`config.mk`:
```
export PLATFORM = sky130hd
export DESIGN_NAME = rep_div_step
export DESIGN_NICKNAME = d
export VERILOG_FILES = /design/src/hw/rtl/rep_pkg.sv /design/src/hw/rtl/rep_div_step.sv
export SDC_FILE = /design/constraint.sdc
export NUM_CORES = 1
export LEC_CHECK = 0
export ABC_AREA = 1
export ABC_CLOCK_PERIOD_IN_PS = 3000
export BUFFER_PORTS_ARGS = -buffer_cell sky130_fd_sc_hd__buf_2
export CORE_AREA = 2 2 239 241
export CTS_CLUSTER_SIZE = 10
export DETAILED_ROUTE_END_ITERATION = 16
export DIE_AREA = 0 0 241 243
export PLACE_DENSITY = 0.47
export SKIP_LAST_GASP = 1
export SLEW_MARGIN = 20
export SYNTH_ARGS = -nofsm -noshare
export SYNTH_HDL_FRONTEND = slang
export SYNTH_SLANG_ARGS = --single-unit
```
`constraint.sdc`:
```
create_clock -name clk -period 3 [get_ports clk]
set_input_delay 0.9 -clock clk [delete_from_list [all_inputs] [get_ports clk]]
set_output_delay 0.9 -clock clk [all_outputs]
set_load 0.02 [all_outputs]
```
`src/hw/rtl/rep_pkg.sv`:
```
`default_nettype none

package rep_pkg;

  // fixed formats of the payload fields
  localparam int COORD_BITS = 24;
  localparam int COEF_BITS  = 16;
  localparam int FRAC_SHIFT = COEF_BITS - 2;

  // datapath widths
  localparam int EZ_W   = COORD_BITS + 1;          // z after reflection
  localparam int PROD_W = COEF_BITS + EZ_W;        // one matrix product
  localparam int SUM_W  = PROD_W + 2;              // sum of three products
  localparam int ROT_W  = SUM_W - FRAC_SHIFT;      // rotated component
  localparam int NUM_W  = ROT_W + COORD_BITS;      // |a| * |pz|
  localparam int MW     = NUM_W + 1;               // 2*n + d
  localparam int DW     = ROT_W + 1;               // 2*d
  localparam int RW     = DW + 1;                  // partial remainder
  localparam int QW     = ROT_W;                   // quotient bits
  localparam int SW     = QW + 2;                  // position plus offset

  // configuration port
  localparam int ROW_W      = 3 * COEF_BITS;
  localparam int CFG_IDX_W  = 2;
  localparam int CFG_DATA_W = 48;

  typedef enum logic [CFG_IDX_W-1:0] {
    REG_ROT_ROW0 = 2'd0,
    REG_ROT_ROW1 = 2'd1,
    REG_ROT_ROW2 = 2'd2
  } cfg_reg_t;

  localparam logic [ROW_W-1:0] ROW0_RST = ROW_W'(1) << FRAC_SHIFT;
  localparam logic [ROW_W-1:0] ROW1_RST = ROW0_RST << COEF_BITS;
  localparam logic [ROW_W-1:0] ROW2_RST = ROW0_RST << (2 * COEF_BITS);

  typedef logic signed [COORD_BITS-1:0] coord_t;

  // [row][column]
  typedef logic [2:0][2:0][COEF_BITS-1:0] mat_t;

  typedef struct packed {
    coord_t pos_x;
    coord_t pos_y;
    coord_t pos_z;
    coord_t edge_x;
    coord_t edge_y;
    coord_t edge_z;
    logic   reflect;
  } in_t;

  typedef struct packed {
    logic   hit;
    coord_t cross_x;
    coord_t cross_y;
  } out_t;

  typedef struct packed {
    coord_t                        px;
    coord_t                        py;
    logic signed [EZ_W-1:0]        pz;
    logic [2:0][2:0][PROD_W-1:0]   prod;
  } prod_t;

  typedef struct packed {
    coord_t                  px;
    coord_t                  py;
    logic signed [EZ_W-1:0]  pz;
    logic [2:0][ROT_W-1:0]   a;
  } rot_t;

  typedef struct packed {
    coord_t             px;
    coord_t             py;
    logic               hit;
    logic               neg_x;
    logic               neg_y;
    logic [NUM_W-1:0]   nx;
    logic [NUM_W-1:0]   ny;
    logic [ROT_W-1:0]   dz;
  } num_t;

  typedef struct packed {
    coord_t           px;
    coord_t           py;
    logic             hit;
    logic             neg_x;
    logic             neg_y;
    logic [MW-1:0]    mx;
    logic [MW-1:0]    my;
    logic [DW-1:0]    dd;
    logic [RW-1:0]    rx;
    logic [RW-1:0]    ry;
    logic [QW-1:0]    qx;
    logic [QW-1:0]    qy;
  } div_t;

endpackage

`default_nettype wire

```
`src/hw/rtl/rep_div_step.sv`:
```
`default_nettype none

module rep_div_step #(
  parameter int BIT = 0
) (
  input  logic           clk,
  input  logic           rst_n,
  input  logic           en,
  input  logic           valid_i,
  input  rep_pkg::div_t  data_i,
  output logic           valid_o,
  output rep_pkg::div_t  data_o
);

  rep_pkg::div_t step_nxt, step_r;
  logic          step_v_r;

  // one restoring step for both quotients, sharing the divisor
  always_comb begin
    logic [rep_pkg::RW-1:0] tx, ty, dd;
    logic                   ge_x, ge_y;
    dd   = rep_pkg::RW'(data_i.dd);
    tx   = {data_i.rx[rep_pkg::RW-2:0], data_i.mx[BIT]};
    ty   = {data_i.ry[rep_pkg::RW-2:0], data_i.my[BIT]};
    ge_x = tx >= dd;
    ge_y = ty >= dd;
    step_nxt         = data_i;
    step_nxt.rx      = ge_x ? tx - dd : tx;
    step_nxt.ry      = ge_y ? ty - dd : ty;
    step_nxt.qx[BIT] = ge_x;
    step_nxt.qy[BIT] = ge_y;
  end

  always_ff @(posedge clk) begin
    if (!rst_n) begin
      step_v_r <= 1'b0;
    end else if (en) begin
      step_v_r <= valid_i;
    end
  end

  always_ff @(posedge clk) begin
    if (en) begin
      step_r <= step_nxt;
    end
  end

  assign valid_o = step_v_r;
  assign data_o  = step_r;

endmodule

`default_nettype wire

```
=== Word level (Yosys, flattened, before mapping) ===
Cells that the tools add are included.

* Add/sub/neg operators: 2
* Magnitude comparators: 2
* Mux-type cells: 2

{| class="wikitable"
|+ Operators by type and width
! operator !! number
|-
| greater-or-equal comparator 31 x 30 -> 1 bit || 2
|-
| two-way mux 31 bit || 2
|-
| subtractor 31 x 30 -> 31 bit || 2
|}

* Word-level logic and storage cells: 19
* Output and inout port bits: 310
* Flip-flop bits (word level): 310
* Input bits: 313

=== Logic depth before layout (Yosys ltp) ===
* Word-level depth: 2
* Gate-level depth with buffers: 17
* Mapped depth without buffers: 15

=== Worst setup path after synthesis ===
Ideal clock, no wire load.

* Kind: input -> register
* Start point: input port data_i[122] (netlist name)
* End point: register step_r (netlist bit data_o[119]) (data pin)
* Data required time: 2746 ps
* Buffers on the path: 3
* Stages on the path: 14
* Arrival time: 2340 ps
* Setup time: 254 ps
* Slack: 406 ps
* Cells stage by stage: inv_1 > ha_1 > buf_2 > or2_1 > nand2_2 > o21ai_4 > nand2_2 > nand2_2 > nand2_2 > nand2_4 > inv_2 > buf_6 > buf_8 > a21oi_2

{| class="wikitable"
|+ RTL lines
! what !! RTL line !! text
|-
| start, declared || rep_div_step.sv:10 || <nowiki>input rep_pkg::div_t data_i,</nowiki>
|-
| end signal, assigned || rep_div_step.sv:44 || <nowiki>step_r <= step_nxt;</nowiki>
|-
| end, declared || rep_div_step.sv:15 || <nowiki>rep_pkg::div_t step_nxt, step_r;</nowiki>
|}

==> run summary <==
Remaining DRCs = 0
Post-synth top cells = 581 x nand2_1, 309 x edfxtp_1, 259 x inv_1
cell area after placement = 20400 µm²
# IOs = 623
Post-CTS Hold Buffers = 0
Synth Flop Type = edfxtp_1
top achievable clock speed = 398 MHz
total congestion overflow = 0
share of cells above drive strength 1 = 0.369
ys async rst share = 0
die height = 243 µm
Hold Path Class = in2reg
first-pass GRT wire length = 94.0 mm
Placer Congestion = 0.932
synthesized area per cell = 9.73 µm²
number of buffers created by CTS = 41
Vias/cell = 4.29
Slew @ Worst Pin = 0.619 ns
Max stage delay on crit path = 0.37 ns
top-area cell type share of the netlist area = 0.617
max-cap viol count = 0
register bit total from synthesis = 310
CTS max path bufs = 3
Cell variety after synth = 29
Clock Skew = 0 ns
Synth area leader = edfxtp_1
number of fill cells = 5809
Layout Nets = 2740
Max VDD drop = 404 µV
Worst slew margin = 0.588
Post-Synthesis Cell Area = 15000 µm²
setup bufs post-CTS = 0
power per cell area = 595 nW/µm²
final worst setup slack = 0.486 ns
setup TNS = 0 ns
first drt pass iteration count = 5
WP buf/inv = 4
Tot GR Track Use = 0.226
RSZ-0062 raised after global routing = no
vias in the first global route = 13.7k
worst-skew pair later-pin latency = 0.55 ns
Initial DRC Count = 651
crit-path cells = buf_2, inv_1, ha_1, nand2_1, nor2_1, nand2_1, nor2_1, nand2_1, nand3_1, nor2_1, nand2_4, inv_2, buf_12, nand2_2, nand2_1
worst-path maximum fanout = 15
WP data required = 3.31 ns
Leakage = 0.0109 µW
CTS clk-pin slew, worst paths = 0.06 ns
Core Box Area = 56000 µm²
Antenna Violating Nets Remaining = 0
Ys Warns = 0
part of the Yosys area used for sequential elements = 0.619
most frequent cell after synthesis = nand2_1
area grow syn2layout = 44.2%
Reg2Reg Setup Slack = 2.36 ns
post-DP HPWL = 57.2 mm
Final Critical Period = 2.51 ns
final setup vio count = 0
DIE AREA = 58600 µm²
CP Data Arrival Time = 2.82 ns
syn nets = 1919
DR vias = 13.5k
Tot Pwr = 12900 µW
outcome = finished, final reports clean
Post-synth EDFFs = 309
input/output buffers = 618
chip width = 241 µm
worst slack at placement = -0.133 ns
Most common cell on crit path = nand2_1
starting density of the core = 0.269
Startpoint Class = input port
initial antenna violation count = 25
Mapped Cells = 1544
post-DR wirelength/cell = 21.5 µm
Root Driver = clkbuf_16
top post-synthesis cells by area = edfxtp_1 62%, nand2_1 15%, inv_1 6.5%
CP Class = in2reg
Sink Count = 310
CP delay by family, top = simple AND/OR/NAND/NOR gates
kind of end point of the critical path = flop
post-CTS sizing = 0
routed wire length = 67.9 mm
largest net degree at the start of global routing = 60
Post-Layout Inst Area = 21700 µm²
CTS tree = yes
Tcrit/Tclk final = 0.838
final hold violation count = 0
row cnt = 87
Worst path slowest cell = ha_1
fin. max-slew vios = 0
CTS H-tree lvls = 2
==> layer usage <==
metal | vias to the layer above | routed length, µm | share of wire | global-route usage
met2 | 437 | 34100 | 0.50 | 0.402
met1 | 6345 | 26600 | 0.39 | 0.257
met4 | 22 | 2220 | 0.033 | 0.0748
met3 | 103 | 4880 | 0.072 | 0.0655
li1 | 6610 | - | - | -
met5 | - | 140 | 0.0021 | 0
==> logic make-up (layout without fill, tap and decap cells) <==
family / count (synthesis) / after routing / share of synthesized area
simple gates: 814 / 814 / 0.221
flops: 310 / 310 / 0.619
buf+inv: 283 / 1129 / 0.0737
fa+ha+maj: 62 / 62 / 0.0526
compound gates: 47 / 47 / 0.0173
xor+xnor: 28 / 28 / 0.0163
other cells: 0 / 8 / 0
==> area by class of cell <==
class	instances	area, µm²	area share
clock inverters	14	129	0.00595
clock buffers	54	1110	0.0510
flip-flops and latches	310	9300	0.429
well taps	756	946	0.0436
diodes	8	20.0	0.000924
inverters	270	1010	0.0468
multi-input cells	951	4620	0.213
repair buffers	791	4540	0.209
==> final timing paths <==
kind | start | endpoint | cells after the start
worst min-delay path | data_i[30] | data_o[30] | 1
worst min register to register | valid_o | valid_o | 2
worst max register to register | valid_o | valid_o | 2
worst max-delay path | data_i[126] | data_o[99] | 15
==> cells in the final DEF (no fill, tap or decap), types with 12 or more instances in the layout <==
cell,netlist,layout
nand2_2,18,18
inv_1,259,259
buf_2,9,617
a21oi_1,33,33
nand3_1,88,88
clkbuf_16,0,42
buf_4,0,162
nor2_1,89,89
nand4_1,12,12
xor2_1,24,24
edfxtp_1,309,309
ha_1,60,60
nand2_1,581,581
==> metrics by stage <==
step / cells / hold WS (ns) / utilization
2_1_floorplan: 1544 / 0.606 / -
3_3_place_gp: 3078 / 0.518 / 0.365
3_5_place_dp: 3078 / 0.520 / 0.365
4_1_cts: 3146 / 0.462 / 0.387
5_1_grt: 3146 / 0.476 / 0.387
6_report: 3154 / 0.498 / 0.387
==> sequential cells by signal (all words and copies together), names as in the netlist <==
name,cells
data_o,309
valid_o,1
==> power by group <==
part	leakage, µW	switching, µW	internal [µW]
clock network	0.000594	1950	2680
registers	0.00303	119	5250
logic	0.00731	1870	1040
(Power assumes the default switching activity.)
