$ cat config.mk
export PLATFORM = sky130hd
export DESIGN_NAME = rep_setup
export DESIGN_NICKNAME = d
export VERILOG_FILES = /design/src/hw/rtl/rep_pkg.sv /design/src/hw/rtl/rep_setup.sv
export SDC_FILE = /design/constraint.sdc
export NUM_CORES = 2
export LEC_CHECK = 0
export ABC_AREA = 0
export BUFFER_PORTS_ARGS = -buffer_cell sky130_fd_sc_hd__buf_2
export CAP_MARGIN = 5
export CELL_PAD_IN_SITES_DETAIL_PLACEMENT = 1
export CELL_PAD_IN_SITES_GLOBAL_PLACEMENT = 2
export CORE_UTILIZATION = 37
export DETAILED_ROUTE_END_ITERATION = 8
export PLACE_DENSITY_LB_ADDON = 0.1
export SYNTH_ARGS = -nofsm -noshare
export SYNTH_HDL_FRONTEND = slang
export SYNTH_SLANG_ARGS = --single-unit
$ cat constraint.sdc
create_clock -name clk -period 8.8 [get_ports clk]
set_input_delay 0.44 -clock clk [delete_from_list [all_inputs] [get_ports clk]]
set_output_delay 0.44 -clock clk [all_outputs]
set_load 0.02 [all_outputs]
$ cat src/hw/rtl/rep_pkg.sv
`default_nettype none

package rep_pkg;

  // fixed formats of the payload fields
  localparam int COORD_BITS = 24;
  localparam int COEF_BITS  = 16;
  localparam int FRAC_SHIFT = COEF_BITS - 2;

  // datapath widths
  localparam int EZ_W   = COORD_BITS + 1;          // z after reflection
  localparam int PROD_W = COEF_BITS + EZ_W;        // one matrix product
  localparam int SUM_W  = PROD_W + 2;              // sum of three products
  localparam int ROT_W  = SUM_W - FRAC_SHIFT;      // rotated component
  localparam int NUM_W  = ROT_W + COORD_BITS;      // |a| * |pz|
  localparam int MW     = NUM_W + 1;               // 2*n + d
  localparam int DW     = ROT_W + 1;               // 2*d
  localparam int RW     = DW + 1;                  // partial remainder
  localparam int QW     = ROT_W;                   // quotient bits
  localparam int SW     = QW + 2;                  // position plus offset

  // configuration port
  localparam int ROW_W      = 3 * COEF_BITS;
  localparam int CFG_IDX_W  = 2;
  localparam int CFG_DATA_W = 48;

  typedef enum logic [CFG_IDX_W-1:0] {
    REG_ROT_ROW0 = 2'd0,
    REG_ROT_ROW1 = 2'd1,
    REG_ROT_ROW2 = 2'd2
  } cfg_reg_t;

  localparam logic [ROW_W-1:0] ROW0_RST = ROW_W'(1) << FRAC_SHIFT;
  localparam logic [ROW_W-1:0] ROW1_RST = ROW0_RST << COEF_BITS;
  localparam logic [ROW_W-1:0] ROW2_RST = ROW0_RST << (2 * COEF_BITS);

  typedef logic signed [COORD_BITS-1:0] coord_t;

  // [row][column]
  typedef logic [2:0][2:0][COEF_BITS-1:0] mat_t;

  typedef struct packed {
    coord_t pos_x;
    coord_t pos_y;
    coord_t pos_z;
    coord_t edge_x;
    coord_t edge_y;
    coord_t edge_z;
    logic   reflect;
  } in_t;

  typedef struct packed {
    logic   hit;
    coord_t cross_x;
    coord_t cross_y;
  } out_t;

  typedef struct packed {
    coord_t                        px;
    coord_t                        py;
    logic signed [EZ_W-1:0]        pz;
    logic [2:0][2:0][PROD_W-1:0]   prod;
  } prod_t;

  typedef struct packed {
    coord_t                  px;
    coord_t                  py;
    logic signed [EZ_W-1:0]  pz;
    logic [2:0][ROT_W-1:0]   a;
  } rot_t;

  typedef struct packed {
    coord_t             px;
    coord_t             py;
    logic               hit;
    logic               neg_x;
    logic               neg_y;
    logic [NUM_W-1:0]   nx;
    logic [NUM_W-1:0]   ny;
    logic [ROT_W-1:0]   dz;
  } num_t;

  typedef struct packed {
    coord_t           px;
    coord_t           py;
    logic             hit;
    logic             neg_x;
    logic             neg_y;
    logic [MW-1:0]    mx;
    logic [MW-1:0]    my;
    logic [DW-1:0]    dd;
    logic [RW-1:0]    rx;
    logic [RW-1:0]    ry;
    logic [QW-1:0]    qx;
    logic [QW-1:0]    qy;
  } div_t;

endpackage

`default_nettype wire

$ cat src/hw/rtl/rep_setup.sv
`default_nettype none

module rep_setup (
  input  logic           clk,
  input  logic           rst_n,
  input  logic           en,
  input  logic           valid_i,
  input  rep_pkg::rot_t  data_i,
  output logic           valid_o,
  output rep_pkg::div_t  data_o
);

  rep_pkg::num_t num_nxt, num_r;
  logic          num_v_r;
  rep_pkg::div_t div_nxt, div_r;
  logic          div_v_r;

  // stage 3: crossing test, magnitudes and the two numerator products
  always_comb begin
    logic signed [rep_pkg::ROT_W:0]       zsum;
    logic signed [rep_pkg::ROT_W-1:0]     ax, ay, az;
    logic [rep_pkg::ROT_W-1:0]            mag_x, mag_y;
    logic [rep_pkg::COORD_BITS-1:0]       mag_z;
    logic                                 below;
    ax    = data_i.a[0];
    ay    = data_i.a[1];
    az    = data_i.a[2];
    below = data_i.pz[rep_pkg::EZ_W-1];
    zsum  = az + data_i.pz;
    // below the plane must end above it, otherwise it must end below
    if (below) begin
      num_nxt.hit = !zsum[rep_pkg::ROT_W] && (zsum != '0);
    end else begin
      num_nxt.hit = zsum[rep_pkg::ROT_W];
    end
    mag_x = ax[rep_pkg::ROT_W-1] ? rep_pkg::ROT_W'(-ax) : rep_pkg::ROT_W'(ax);
    mag_y = ay[rep_pkg::ROT_W-1] ? rep_pkg::ROT_W'(-ay) : rep_pkg::ROT_W'(ay);
    mag_z = below ? rep_pkg::COORD_BITS'(-data_i.pz)
                  : rep_pkg::COORD_BITS'(data_i.pz);
    num_nxt.px    = data_i.px;
    num_nxt.py    = data_i.py;
    num_nxt.neg_x = ax[rep_pkg::ROT_W-1];
    num_nxt.neg_y = ay[rep_pkg::ROT_W-1];
    num_nxt.nx    = rep_pkg::NUM_W'(mag_x) * rep_pkg::NUM_W'(mag_z);
    num_nxt.ny    = rep_pkg::NUM_W'(mag_y) * rep_pkg::NUM_W'(mag_z);
    num_nxt.dz    = az[rep_pkg::ROT_W-1] ? rep_pkg::ROT_W'(-az) : rep_pkg::ROT_W'(az);
  end

  // stage 4: round half up as floor((2n + d) / 2d), seed the remainders
  always_comb begin
    div_nxt.px    = num_r.px;
    div_nxt.py    = num_r.py;
    div_nxt.hit   = num_r.hit;
    div_nxt.neg_x = num_r.neg_x;
    div_nxt.neg_y = num_r.neg_y;
    div_nxt.mx    = {num_r.nx, 1'b0} + rep_pkg::MW'(num_r.dz);
    div_nxt.my    = {num_r.ny, 1'b0} + rep_pkg::MW'(num_r.dz);
    div_nxt.dd    = {num_r.dz, 1'b0};
    div_nxt.rx    = rep_pkg::RW'(div_nxt.mx >> rep_pkg::QW);
    div_nxt.ry    = rep_pkg::RW'(div_nxt.my >> rep_pkg::QW);
    div_nxt.qx    = '0;
    div_nxt.qy    = '0;
  end

  always_ff @(posedge clk) begin
    if (!rst_n) begin
      num_v_r <= 1'b0;
      div_v_r <= 1'b0;
    end else if (en) begin
      num_v_r <= valid_i;
      div_v_r <= num_v_r;
    end
  end

  always_ff @(posedge clk) begin
    if (en) begin
      num_r <= num_nxt;
      div_r <= div_nxt;
    end
  end

  assign valid_o = div_v_r;
  assign data_o  = div_r;

endmodule

`default_nettype wire

* Word level (Yosys, flattened, before mapping)
Index checks and enable logic that the tools add are counted.
** Operators by class
- Order comparisons :: 0
- Divide/modulo/power cells :: 0
- Mux-type cells :: 5
- Equal/unequal tests :: 0
- Bitwise logic cells :: 0
- Shift operators :: 0
- $mul :: 2
- Reduce and logical (&&, ||, !) cells :: 3
- Add/sub/neg operators :: 7
** Operators with widths (count)
- adder 54 x 29 -> 54 bit :: 2
- multiplier 29 x 24 -> 53 bit :: 2
- negation 29 bit :: 3
- 2-to-1 mux 29 bit :: 2
- adder 29 x 25 -> 30 bit :: 1
- nonzero test 30 bit :: 1
- 2-to-1 mux 28 bit :: 1
- 2-to-1 mux 24 bit :: 1
- negation 24 bit :: 1
- logical AND 1 bit :: 1
- zero test 1 bit :: 1
- 2-to-1 mux 1 bit :: 1
** Word-level totals
- Bits in read-only memories :: 0
- Word-level logic and storage cells :: 38
- Latch bits :: 0
- Input port bits :: 164
- Output and inout port bits :: 310
- Bits in writable memories :: 0
- Register bits :: 426
- Memories :: 0

* Depth between registers and ports, before layout
- Depth in word-level cells :: 4
- Depth in mapped cells :: 37
- Mapped depth without buffers :: 35

* Worst setup path before layout
No wires, ideal clock.
- Path kind :: input to register
- Start :: input data_i[33] (netlist bit)
- End :: register num_r[81] (netlist bit), data pin
- Cell stages on the path :: 37
- Library setup time :: 0.260 ns
- Data required time :: 8.540 ns
- Data arrival time :: 9.110 ns
- Slack :: -0.570 ns
- Path buffers :: 2
- Cells stage by stage :: or3_1 -> or3_1 -> nor2_2 -> nand3_1 -> or3_1 -> nand2b_4 -> or4_4 -> nand2b_4 -> o21ai_2 -> xnor2_1 -> buf_2 -> nand2_1 -> fa_1 -> inv_1 -> fa_1 -> inv_1 -> fa_1 -> fa_1 -> inv_1 -> fa_1 -> fa_1 -> inv_1 -> fa_1 -> inv_1 -> ha_1 -> clkbuf_1 -> a21o_1 -> a21o_1 -> a21oi_1 -> o21ai_0 -> a221oi_1 -> o41ai_1 -> a211oi_1 -> o21ai_0 -> a21oi_1 -> o21ai_0 -> xnor2_1
** RTL lines
- from (decl) :: line rep_setup.sv:8 : input rep_pkg::rot_t data_i,
- to (signal assigned) :: line rep_setup.sv:77 : num_r <= num_nxt;
- to (decl) :: line rep_setup.sv:13 : rep_pkg::num_t num_nxt, num_r;

==> metrics.txt <==
outcome=complete, but fails checks; failing checks=setup timing; final global-route overflow total=0; vias in the first global route=55500; core area=170000 sq um; Reg2Reg Depth=15; cell taking the most area after synthesis=fa_1; first-pass GRT wire length=348000 microns; Die Y=416 microns; DR vias=50200; filler cell count=19300; Seq/Total Area, Yosys=17.7%; final wirelength=229000 microns; initial antenna violation count=10; area of the die=173000 sq um; Yosys top cell area share=37.5%; EDFF count, synth=372; Crit. path cell count=36; placed instance area=74000 sq um; most area-consuming cells after synthesis=fa_1 (38%), edfxtp_1 (18%), ha_1 (8.8%); crit-path most repeated cell=fa_1; pin count of the biggest net entering global routing=142; Clk pin slew, worst setup/hold paths=0.06 ns; # setup viols final=15; Critical Path Source Type=input port; most numerous cell in the Yosys netlist=inv_1; CP Capture Type=flip-flop; Crit path max-delay family=adder cells; Clock Sinks=374; Final Hold Viols=0; TritonCTS clock tree=built; Buffers on Ports=402; post-route ant nets=0; asr flop ratio synth=0%; RePlAce Congestion=0.910; RSZ-0062 raised after global routing=yes; hold_sp=data_i[81]; Rows=151; RR Startpoint=div_nxt[122]; Final nets=9607; CP Class=in2reg; Syn. warnings=0; r2r endpoint=data_o[203]; top_reg_cell synth=edfxtp_1; P&R area growth vs syn=23.4%; slowest CP cell=fa_1; Worst Tran Pin Value=1.07 ns; Hold Path Stages=2; CP required=9.21 ns; worst skew pair latency=0.69 ns; worst path buffer plus inverter count=12; HPWL Detailed=195000 microns; setup ws final=-0.168 ns; I/O pin count=474; vias per inst=4.99; Die Wd=416 microns; synth unique cells=81; layout cell share with drive strength beyond 1=21.4%; Slew Limit Headroom=28.8%; final period utilization=102%; Commonest cells post-synth=inv_1 (1361), fa_1 (1187), nand2_1 (972); CP max FO=5; Total Routing Usage GR=26.8%; Max Clock Freq=0.112 GHz; CTS H-Tree Depth=2; max-cap violation count=0; Post-Route Skew=0.0721 ns; Yosys reg bits=374; Hold Crit Class=in2reg; post-synth design cell area=63300 sq um; post-route design area=78200 sq um; flop-to-flop setup slack=3.82 ns; drt pass-1 iters=5; Max stage delay on crit path=0.60 ns; Tmin final=8.97 ns; Mean Syn Cell Area=9.42 sq um; total CTS buffers=46; Slew Viols, Final=0; hold endpoint=div_nxt[144]; Initial Util=37.3%; CTS Root Cell=clkbuf_16; Initial DRC Count=2359; DRC=0; worst path arrival time=9.38 ns; Synth Instances=6721; Clock Path Buffers=3; routed len/inst=22.8 microns
[logic make-up after synthesis]
group                      share of synthesized area [%]
AOI/OAI and AO/OA                                   6.38
xor gates and xnor gates                            5.03
adders and majority gates                           46.4
buffers and inverters                               11.0
DFF                                                 17.7
muxes                                              0.111
other                                            0.00592
and+or+nand+nor                                     13.4
[what timing repair did]
item | CTS | global route
hold buffers | 52 | 0
hold endpoints to repair | 51 | 0
pin swaps | 141 | 153
setup buffers | 40 | 38
endpoints found under the setup margin | 41 | 35
gates resized for setup | 168 | 174
[area by class of cell]
cell class | instances | area, sq um | area share, %
clock inverters | 25 | 245 | 0.314
flip-flops and latches | 374 | 11200 | 14.3
repair buffers | 1346 | 10100 | 13.0
inverters | 1361 | 5110 | 6.53
clock buffers | 57 | 1190 | 1.53
multi-input cells | 4680 | 47500 | 60.7
well taps | 2218 | 2780 | 3.55
diodes | 4 | 10.0 | 0.0128
[metal layers]
layer / up-vias / share of wire (%) / global-route usage (%)
li1: 22700 / - / -
met4: 2 / 3.7 / 8.81
met2: 992 / 50 / 46.8
met1: 26300 / 43 / 34.7
met5: - / 0.0057 / 0
met3: 252 / 3.5 / 2.56
[worst max-delay path by stage]
| stage | from | to | slack (ns) |
|---|---|---|---|
| 2_1_floorplan | data_i[31] | num_r[81] | -0.43 |
| 3_3_place_gp | data_i[31] | num_r[77] | -1.52 |
| 3_5_place_dp | data_i[31] | num_r[81] | -1.60 |
| 4_1_cts | data_i[33] | num_r[81] | -0.17 |
| 5_1_grt | data_i[33] | num_r[81] | -0.38 |
| 6_report | data_i[33] | num_r[71] | -0.17 |
[stage by stage]
step	setup slack [ns]	instances	utilization, %	setup TNS, ns	hold slack, ns
2_1_floorplan	-0.432	6791	-	-2.07	0.400
3_3_place_gp	-1.52	9856	43.6	-47.71	0.400
3_5_place_dp	-1.60	9856	43.6	-55.49	0.405
4_1_cts	-0.165	10000	45.4	-0.717	0.0808
5_1_grt	-0.383	10100	46.1	-5.56	0.105
6_report	-0.168	10100	46.1	-1.30	0.137
[state kept, by name (all words and copies together) (netlist names)]
name and flops:
div_nxt 80, valid_o 1, num_r 106, num_v_r 1, data_o 186
[worst reg2reg max path, stage by stage, from the launching register on]
cell	delay, ns
edfxtp_1	0.47
ha_1	0.21
inv_1	0.05
fa_1	0.40
nor2b_1	0.14
o21ai_1	0.08
a21boi_0	0.27
o21ai_0	0.20
a2111oi_2	0.50
nand2_1	0.35
a311o_1	0.44
a2111oi_2	0.73
o31ai_2	0.14
buf_4	0.24
nor4_1	0.38
xor2_1	0.15
[placed cells by master (no fill, tap or decap), types with 56 or more instances in the layout]
cell / n
buf_12: 56
buf_4: 790
nand2_1: 957
fa_1: 1162
xnor2_1: 198
a21o_1: 106
ha_1: 420
edfxtp_1: 372
buf_2: 397
nand3_1: 60
conb_1: 71
inv_1: 1338
o21ai_0: 84
xor2_1: 101
nor2_1: 624
a21oi_1: 140
Power is not shown: default switching activity piles up to over one toggle a cycle in this logic, so the estimate is an artifact.
