**config.mk**
```make
export PLATFORM = sky130hd
export DESIGN_NAME = rep_out
export DESIGN_NICKNAME = d
export VERILOG_FILES = /design/src/hw/rtl/rep_pkg.sv /design/src/hw/rtl/rep_out.sv
export SDC_FILE = /design/constraint.sdc
export NUM_CORES = 1
export LEC_CHECK = 0
export ABC_AREA = 1
export BUFFER_PORTS_ARGS = -buffer_cell sky130_fd_sc_hd__buf_2
export CAP_MARGIN = 20
export CORE_ASPECT_RATIO = 1.4
export CORE_UTILIZATION = 30
export CTS_BUF_LIST = sky130_fd_sc_hd__clkbuf_4 sky130_fd_sc_hd__clkbuf_8
export CTS_CLUSTER_DIAMETER = 80
export DETAILED_ROUTE_END_ITERATION = 12
export PLACE_DENSITY = 0.6
export SYNTH_ARGS = -nofsm -noshare
export SYNTH_HDL_FRONTEND = slang
export SYNTH_SLANG_ARGS = --single-unit
```
**constraint.sdc**
```tcl
create_clock -name clk -period 12.3 [get_ports clk]
set_input_delay 0.615 -clock clk [delete_from_list [all_inputs] [get_ports clk]]
set_output_delay 0.615 -clock clk [all_outputs]
set_load 0.005 [all_outputs]
```
**src/hw/rtl/rep_pkg.sv**
```systemverilog
`default_nettype none

package rep_pkg;

  // fixed formats of the payload fields
  localparam int COORD_BITS = 24;
  localparam int COEF_BITS  = 16;
  localparam int FRAC_SHIFT = COEF_BITS - 2;

  // datapath widths
  localparam int EZ_W   = COORD_BITS + 1;          // z after reflection
  localparam int PROD_W = COEF_BITS + EZ_W;        // one matrix product
  localparam int SUM_W  = PROD_W + 2;              // sum of three products
  localparam int ROT_W  = SUM_W - FRAC_SHIFT;      // rotated component
  localparam int NUM_W  = ROT_W + COORD_BITS;      // |a| * |pz|
  localparam int MW     = NUM_W + 1;               // 2*n + d
  localparam int DW     = ROT_W + 1;               // 2*d
  localparam int RW     = DW + 1;                  // partial remainder
  localparam int QW     = ROT_W;                   // quotient bits
  localparam int SW     = QW + 2;                  // position plus offset

  // configuration port
  localparam int ROW_W      = 3 * COEF_BITS;
  localparam int CFG_IDX_W  = 2;
  localparam int CFG_DATA_W = 48;

  typedef enum logic [CFG_IDX_W-1:0] {
    REG_ROT_ROW0 = 2'd0,
    REG_ROT_ROW1 = 2'd1,
    REG_ROT_ROW2 = 2'd2
  } cfg_reg_t;

  localparam logic [ROW_W-1:0] ROW0_RST = ROW_W'(1) << FRAC_SHIFT;
  localparam logic [ROW_W-1:0] ROW1_RST = ROW0_RST << COEF_BITS;
  localparam logic [ROW_W-1:0] ROW2_RST = ROW0_RST << (2 * COEF_BITS);

  typedef logic signed [COORD_BITS-1:0] coord_t;

  // [row][column]
  typedef logic [2:0][2:0][COEF_BITS-1:0] mat_t;

  typedef struct packed {
    coord_t pos_x;
    coord_t pos_y;
    coord_t pos_z;
    coord_t edge_x;
    coord_t edge_y;
    coord_t edge_z;
    logic   reflect;
  } in_t;

  typedef struct packed {
    logic   hit;
    coord_t cross_x;
    coord_t cross_y;
  } out_t;

  typedef struct packed {
    coord_t                        px;
    coord_t                        py;
    logic signed [EZ_W-1:0]        pz;
    logic [2:0][2:0][PROD_W-1:0]   prod;
  } prod_t;

  typedef struct packed {
    coord_t                  px;
    coord_t                  py;
    logic signed [EZ_W-1:0]  pz;
    logic [2:0][ROT_W-1:0]   a;
  } rot_t;

  typedef struct packed {
    coord_t             px;
    coord_t             py;
    logic               hit;
    logic               neg_x;
    logic               neg_y;
    logic [NUM_W-1:0]   nx;
    logic [NUM_W-1:0]   ny;
    logic [ROT_W-1:0]   dz;
  } num_t;

  typedef struct packed {
    coord_t           px;
    coord_t           py;
    logic             hit;
    logic             neg_x;
    logic             neg_y;
    logic [MW-1:0]    mx;
    logic [MW-1:0]    my;
    logic [DW-1:0]    dd;
    logic [RW-1:0]    rx;
    logic [RW-1:0]    ry;
    logic [QW-1:0]    qx;
    logic [QW-1:0]    qy;
  } div_t;

endpackage

`default_nettype wire

```
**src/hw/rtl/rep_out.sv**
```systemverilog
`default_nettype none

module rep_out (
  input  logic           clk,
  input  logic           rst_n,
  input  logic           valid_i,
  input  rep_pkg::div_t  data_i,
  output logic           skid_full,
  output logic           out_valid,
  input  logic           out_stall,
  output rep_pkg::out_t  out_data
);

  function automatic rep_pkg::coord_t sat_cross(
    input rep_pkg::coord_t        p,
    input logic                   neg,
    input logic [rep_pkg::QW-1:0] q
  );
    logic signed [rep_pkg::SW-1:0] off;
    logic signed [rep_pkg::SW-1:0] s;
    logic                          fits;
    rep_pkg::coord_t               res;
    off  = neg ? -$signed({2'b00, q}) : $signed({2'b00, q});
    s    = rep_pkg::SW'(p) + off;
    // in range when every bit above the sign equals it
    fits = (s[rep_pkg::SW-1:rep_pkg::COORD_BITS-1] == '0)
        || (s[rep_pkg::SW-1:rep_pkg::COORD_BITS-1] == '1);
    if (fits) begin
      res = s[rep_pkg::COORD_BITS-1:0];
    end else if (s[rep_pkg::SW-1]) begin
      res = {1'b1, {(rep_pkg::COORD_BITS-1){1'b0}}};
    end else begin
      res = {1'b0, {(rep_pkg::COORD_BITS-1){1'b1}}};
    end
    return res;
  endfunction

  rep_pkg::out_t res_nxt;
  rep_pkg::out_t out_data_r, skid_data_r;
  logic          out_valid_r, skid_v_r;
  logic          take, arrive;

  always_comb begin
    res_nxt.hit     = data_i.hit;
    res_nxt.cross_x = '0;
    res_nxt.cross_y = '0;
    if (data_i.hit) begin
      res_nxt.cross_x = sat_cross(data_i.px, data_i.neg_x, data_i.qx);
      res_nxt.cross_y = sat_cross(data_i.py, data_i.neg_y, data_i.qy);
    end
  end

  assign take   = out_valid_r && !out_stall;
  assign arrive = valid_i && !skid_v_r;

  always_ff @(posedge clk) begin
    if (!rst_n) begin
      out_valid_r <= 1'b0;
      skid_v_r    <= 1'b0;
    end else if (!out_valid_r || take) begin
      out_valid_r <= skid_v_r || arrive;
      skid_v_r    <= 1'b0;
    end else if (arrive) begin
      // output held by the receiver, park the request
      skid_v_r    <= 1'b1;
    end
  end

  always_ff @(posedge clk) begin
    if (!out_valid_r || take) begin
      out_data_r <= skid_v_r ? skid_data_r : res_nxt;
    end else if (arrive) begin
      skid_data_r <= res_nxt;
    end
  end

  assign skid_full = skid_v_r;
  assign out_valid = out_valid_r;
  assign out_data  = out_data_r;

  a_skid_behind_out: assert property (@(posedge clk) disable iff (!rst_n)
    skid_v_r |-> out_valid_r)
    else $error("skid entry held while output register is empty");

  a_skid_fill_on_stall: assert property (@(posedge clk) disable iff (!rst_n)
    $rose(skid_v_r) |-> $past(out_valid_r && out_stall))
    else $error("skid filled although output was not stalled");

  a_out_drain: assert property (@(posedge clk) disable iff (!rst_n)
    $fell(out_valid_r) |-> !$past(skid_v_r))
    else $error("output went empty with a request still in the skid");

endmodule

`default_nettype wire

```
# ---- After elaboration in Yosys (flattened, before gate mapping)
# Index checks and enable logic that the tools add are counted.
dict set report totals {
  register_bits 100
  inputBits 313
  out_inout_bits 51
  elab_cells 37
}
dict set report classes {
  n_addsub 4
  eq_ne 2
  muxes 8
  n_bitwise 2
  reduce_logical 13
}
# op count
set op_table {}
lappend op_table {{24-bit two-way mux} 4}
lappend op_table {{24-bit by 31-bit adder with 31-bit output} 2}
lappend op_table {{31-bit two-way mux} 2}
lappend op_table {{29-bit negator with 31-bit output} 2}
lappend op_table {{49-bit two-way mux} 1}
lappend op_table {{48-bit two-way mux} 1}
lappend op_table {{8-bit equality test (second input constant)} 2}
lappend op_table {{8-bit logical NOT} 2}
lappend op_table {{1-bit logical OR} 4}
lappend op_table {{1-bit logical NOT} 3}
lappend op_table {{1-bit logical AND} 2}
lappend op_table {{1-bit NOT} 2}
lappend op_table {{2-bit AND reduction} 1}
lappend op_table {{2-bit OR reduction} 1}

# ---- Logic depth before layout (Yosys ltp)
dict set report logic_depth {
  ltp_word 8
  depth_mapped 34
  mapped_depth_nobuf 33
}

# ---- Worst setup path before layout
# No wires, ideal clock.
dict set report synth_path {
  path_type {input -> register}
  from {input port out_stall}
  to {register skid_data_r[0] in the netlist's numbering, enable pin}
  setup_ns 0.456
  arrival_time_ns 3.942
  required_ns 11.844
  setup_slack_ns 7.902
  cell_stages 2
  n_path_buf 0
  path_cell_list {nand2_1 -> nor2_1}
}
dict set report synth_between {
  elab_chain_len 5
}
# element line_no
set synth_rtl {}
lappend synth_rtl {{start: declaration} rep_out.sv:10} ;# input logic out_stall,
lappend synth_rtl {{1-bit logical NOT} rep_out.sv:53} ;# assign take = out_valid_r && !out_stall;
lappend synth_rtl {{1-bit logical AND} rep_out.sv:53}
lappend synth_rtl {{1-bit logical OR} rep_out.sv:70} ;# if (!out_valid_r || take) begin
lappend synth_rtl {{1-bit NOT (no line)} -}
lappend synth_rtl {{2-bit AND reduction (no line)} -}
lappend synth_rtl {{end signal: assignment} rep_out.sv:73} ;# skid_data_r <= res_nxt;
lappend synth_rtl {{end: declaration} rep_out.sv:39} ;# rep_pkg::out_t out_data_r, skid_data_r;
# Every way passes these cells.
# A chain may end at the register's enable or synchronous reset.

# ---- Worst setup path in the final report
dict set report layout_path {
  from {input port data_i[30] in the netlist's numbering}
  to {register out_data_r (netlist bit out_data[24]), data pin}
}
dict set report layout_between {
  elab_chain_len 8
  elab_cells_between_ends 10
  cone_classes {add/sub (2); eq/ne (1); mux (5); reduce/logical (2)}
}
# element line_no
set layout_rtl {}
lappend layout_rtl {{start: declaration} rep_out.sv:7} ;# input rep_pkg::div_t data_i,
lappend layout_rtl {{29-bit negator with 31-bit output} rep_out.sv:23} ;# off = neg ? -$signed({2'b00, q}) : $signed({2'b00, q});
lappend layout_rtl {{31-bit two-way mux *} rep_out.sv:23}
lappend layout_rtl {{24-bit by 31-bit adder with 31-bit output *} rep_out.sv:24} ;# s = rep_pkg::SW'(p) + off;
lappend layout_rtl {{8-bit equality test or 8-bit logical NOT (tied branches)} {rep_out.sv:27, rep_out.sv:26}}
lappend layout_rtl {{1-bit logical OR} rep_out.sv:27} ;# || (s[rep_pkg::SW-1:rep_pkg::COORD_BITS-1] == '1);
lappend layout_rtl {{24-bit two-way mux *} rep_out.sv:28} ;# if (fits) begin
lappend layout_rtl {{48-bit two-way mux *} rep_out.sv:47} ;# if (data_i.hit) begin
lappend layout_rtl {{49-bit two-way mux *} rep_out.sv:71} ;# out_data_r <= skid_v_r ? skid_data_r : res_nxt;
lappend layout_rtl {{end signal: assignment} rep_out.sv:71}
lappend layout_rtl {{end: declaration} rep_out.sv:39}
# Every way passes the cells marked *; elsewhere a longest branch is shown, timed or not.

==> results by group <==
Logic synthesis
  • Synth cell count leaders: 634 x nand2_1, 244 x inv_1, 120 x nor2_1
  • Post-synth EDFFs: 98
  • Synth Register Bits: 100
  • Mapped Area: 10800 µm²
  • Mapped Cells: 1633
  • Net Count, Synth: 2024
  • Most numerous cell in the Yosys netlist: nand2_1
  • Netlist cell types: 40
  • Post-synth top area share: 27.2%
  • Post-synth top flop: edfxtp_1
  • Syn. warnings: 0
  • Sequential-to-total area share from yosys stat: 27.6%
  • Largest area contributor in the netlist: edfxtp_1
  • Post-synthesis async set-or-reset flop share: 0%
  • Synthesized area per cell: 6.63 µm²
  • Area contributors post-synth: edfxtp_1 27%, nand2_1 22%, ha_1 8.8%

Route
  • WL/cell: 13.8 µm
  • Drt first-iter violations: 572
  • Drt via density: 4.61
  • DRC viols: 0
  • Final WL: 30.8 mm
  • DRT antenna net count: 0
  • Vias: 10300
  • TritonRoute pass-1 iters: 5

STA
  • Fmax: 0.196 GHz
  • RSZ-0062 raised after global routing: no
  • Hold slack: 456 ps
  • Fin crit share: 41.5%
  • Max Slew Vio Count: 0
  • Final setup fails: 0
  • Slew @ Worst Pin: 1060 ps
  • Slew headroom: 29.6%
  • Setup ws final: 7200 ps
  • Setup TNS: 0 ps
  • Hold Fails Final Rpt: 0
  • Final setup skew: 17.0 ps
  • Final min period: 5100 ps

Floorplanning
  • Die Area: 36800 µm²
  • Die extent in x: 163 µm
  • Ports: 364
  • Die Height: 227 µm
  • Row count: 81
  • Core Region: 35300 µm²
  • Initial core utilization: 30.7%

CTS
  • Post-CTS sizing: 0
  • CTS Buf Count: 9
  • Root buffer cell: clkbuf_8
  • Post-CTS Setup Repair Bufs: 0
  • Worst-Skew Late Latency: 380 ps
  • CTS tree: yes
  • Clock Path Buffers: 2
  • CTS Hold Buffers Added: 0
  • CTS clock-pin slew for the worst setup and hold paths: 110 ps
  • Clock sink count: 100
  • H-Tree Depth: 3

Critical path
  • Critical Path Fanout Max: 46
  • Crit-path most repeated cell: nand2_1
  • Startpoint types: input pin
  • Crit path arrival time: 5250 ps
  • R2r worst-path depth: 4
  • Worst Path Required: 12450 ps
  • WS Path Type: input pin to flop
  • CP max stage delay: 440 ps
  • CP bufs+invs: 3
  • Cell depth of the worst setup path: 29
  • Slowest cell on crit path: o41ai_1
  • Crit path max-delay family: simple AND/OR/NAND/NOR gates
  • CP Capture Type: flop

Power
  • Clock share of power: 17.3%
  • Sequential power share: 35.8%
  • Switching part of the total power: 42.8%
  • Comb pwr share: 46.9%
  • Final Power: 1.18 mW
  • Int Power: 0.676 mW
  • Power per cell area: 97.0 nW/µm²
  • Peak supply drop: 0.0000502 V
  • Psw: 0.507 mW
  • Leak pwr: 6.28 nW

GRT
  • Largest net degree at the start of global routing: 54
  • First-pass GRT wire length: 48.9 mm
  • Vias in the first global route: 9702
  • Total GRT Usage: 16.9%
  • Total grt overflow: 0
  • Initial antenna violation count: 0

Hold path
  • HP Class: input pin to flop
  • Hold path depth: 3

Placed design
  • Placed inst area: 12000 µm²
  • GP Congestion: 0.933
  • DP Wirelength: 25.5 mm
  • Port Buffer Count: 163
  • Pre-CTS setup slack: 6750 ps
  • Placed Instances: 2217

Layout
  • Synth-to-Final Area Change: 12.7%
  • Layout cells sized above 1: 15.6%
  • # nets final: 2163
  • Final Cell Area: 12200 µm²
  • Filler cells: 3879
  • Final core utilization: 34.6%
  • Ant diodes: 0
  • Non-filler cells, final: 2233

Status
  • Status: completed

Run
  • Max-cap viol count: 0
==> final cells by class <==
class	count	area, µm²	share of cell area (%)
repair buffers	166	838	6.87
clock inverters	7	66.3	0.544
multi-input cells	1248	6690	54.8
well taps	456	571	4.68
clock buffers	9	124	1.02
flip-flops and latches	100	2980	24.5
inverters	247	927	7.60
==> state kept, by name (all words and copies together) (netlist names) <==
register,cells
skid_data_r,49
out_valid,1
skid_full,1
out_data,49
==> metal layers <==
layer | up-vias | part of all wire (%) | global-route usage (%)
met4 | 0 | 2.8 | 6.00
met3 | 45 | 3.9 | 1.39
met2 | 288 | 49 | 30.6
li1 | 5440 | - | -
met1 | 4511 | 44 | 20.6
met5 | - | 0 | 0
==> power groups by stage <==
stage	Sequential (mW)	Combinational (mW)	Clock [mW]
floorplan	0.427	0.387	0
global placement	0.430	0.554	0
detailed placement	0.431	0.558	0
CTS	0.423	0.561	0.213
global route	0.425	0.627	0.223
finish	0.423	0.555	0.204
==> tightest hold or removal path, delay by kind of cell <==
kind / cells / cell delay [ps]
AO/OA/AOI/OAI: 1 / 40
buffers and inverters: 2 / 160
==> worst paths after layout <==
kind             startpoint         endpoint  slack (ps)
max              data_i[30]     out_data[24]        7200
min                   rst_n        out_valid         460
max reg2reg       skid_full  skid_data_r[23]        9980
min reg2reg  skid_data_r[4]      out_data[4]         530
==> cell usage in the layout, fill, tap and decap left out, types with 3 or more instances in the layout <==
cell type and count:
a21oi_1 50, a21oi_2 40, a31oi_1 12, and2_1 3
buf_2 163, buf_4 3, clkbuf_8 9, clkinv_4 3
edfxtp_1 98, ha_1 76, inv_1 244, inv_2 3
nand2_1 633, nand2_2 24, nand2_4 4, nand3_1 64
nand4_1 56, nor2_1 119, nor2_2 10, nor3_1 17
nor3_2 3, o21ai_0 14, o31ai_1 3, or2_1 3
xnor2_1 33, xor2_1 63
==> cells by family (layout without fill, tap and decap cells) <==
logic type               count (synthesis)  in the layout  share of synthesized area (%)
AND/OR/NAND/NOR                        950            950                           37.3
AO/OA/AOI/OAI                          124            124                           7.44
adder cells (fa/ha/maj)                 78             78                           9.16
XOR/XNOR                                96             96                           7.77
buffers and inverters                  285            429                           10.7
flip-flops                             100            100                           27.6
(Power assumes the default switching activity.)
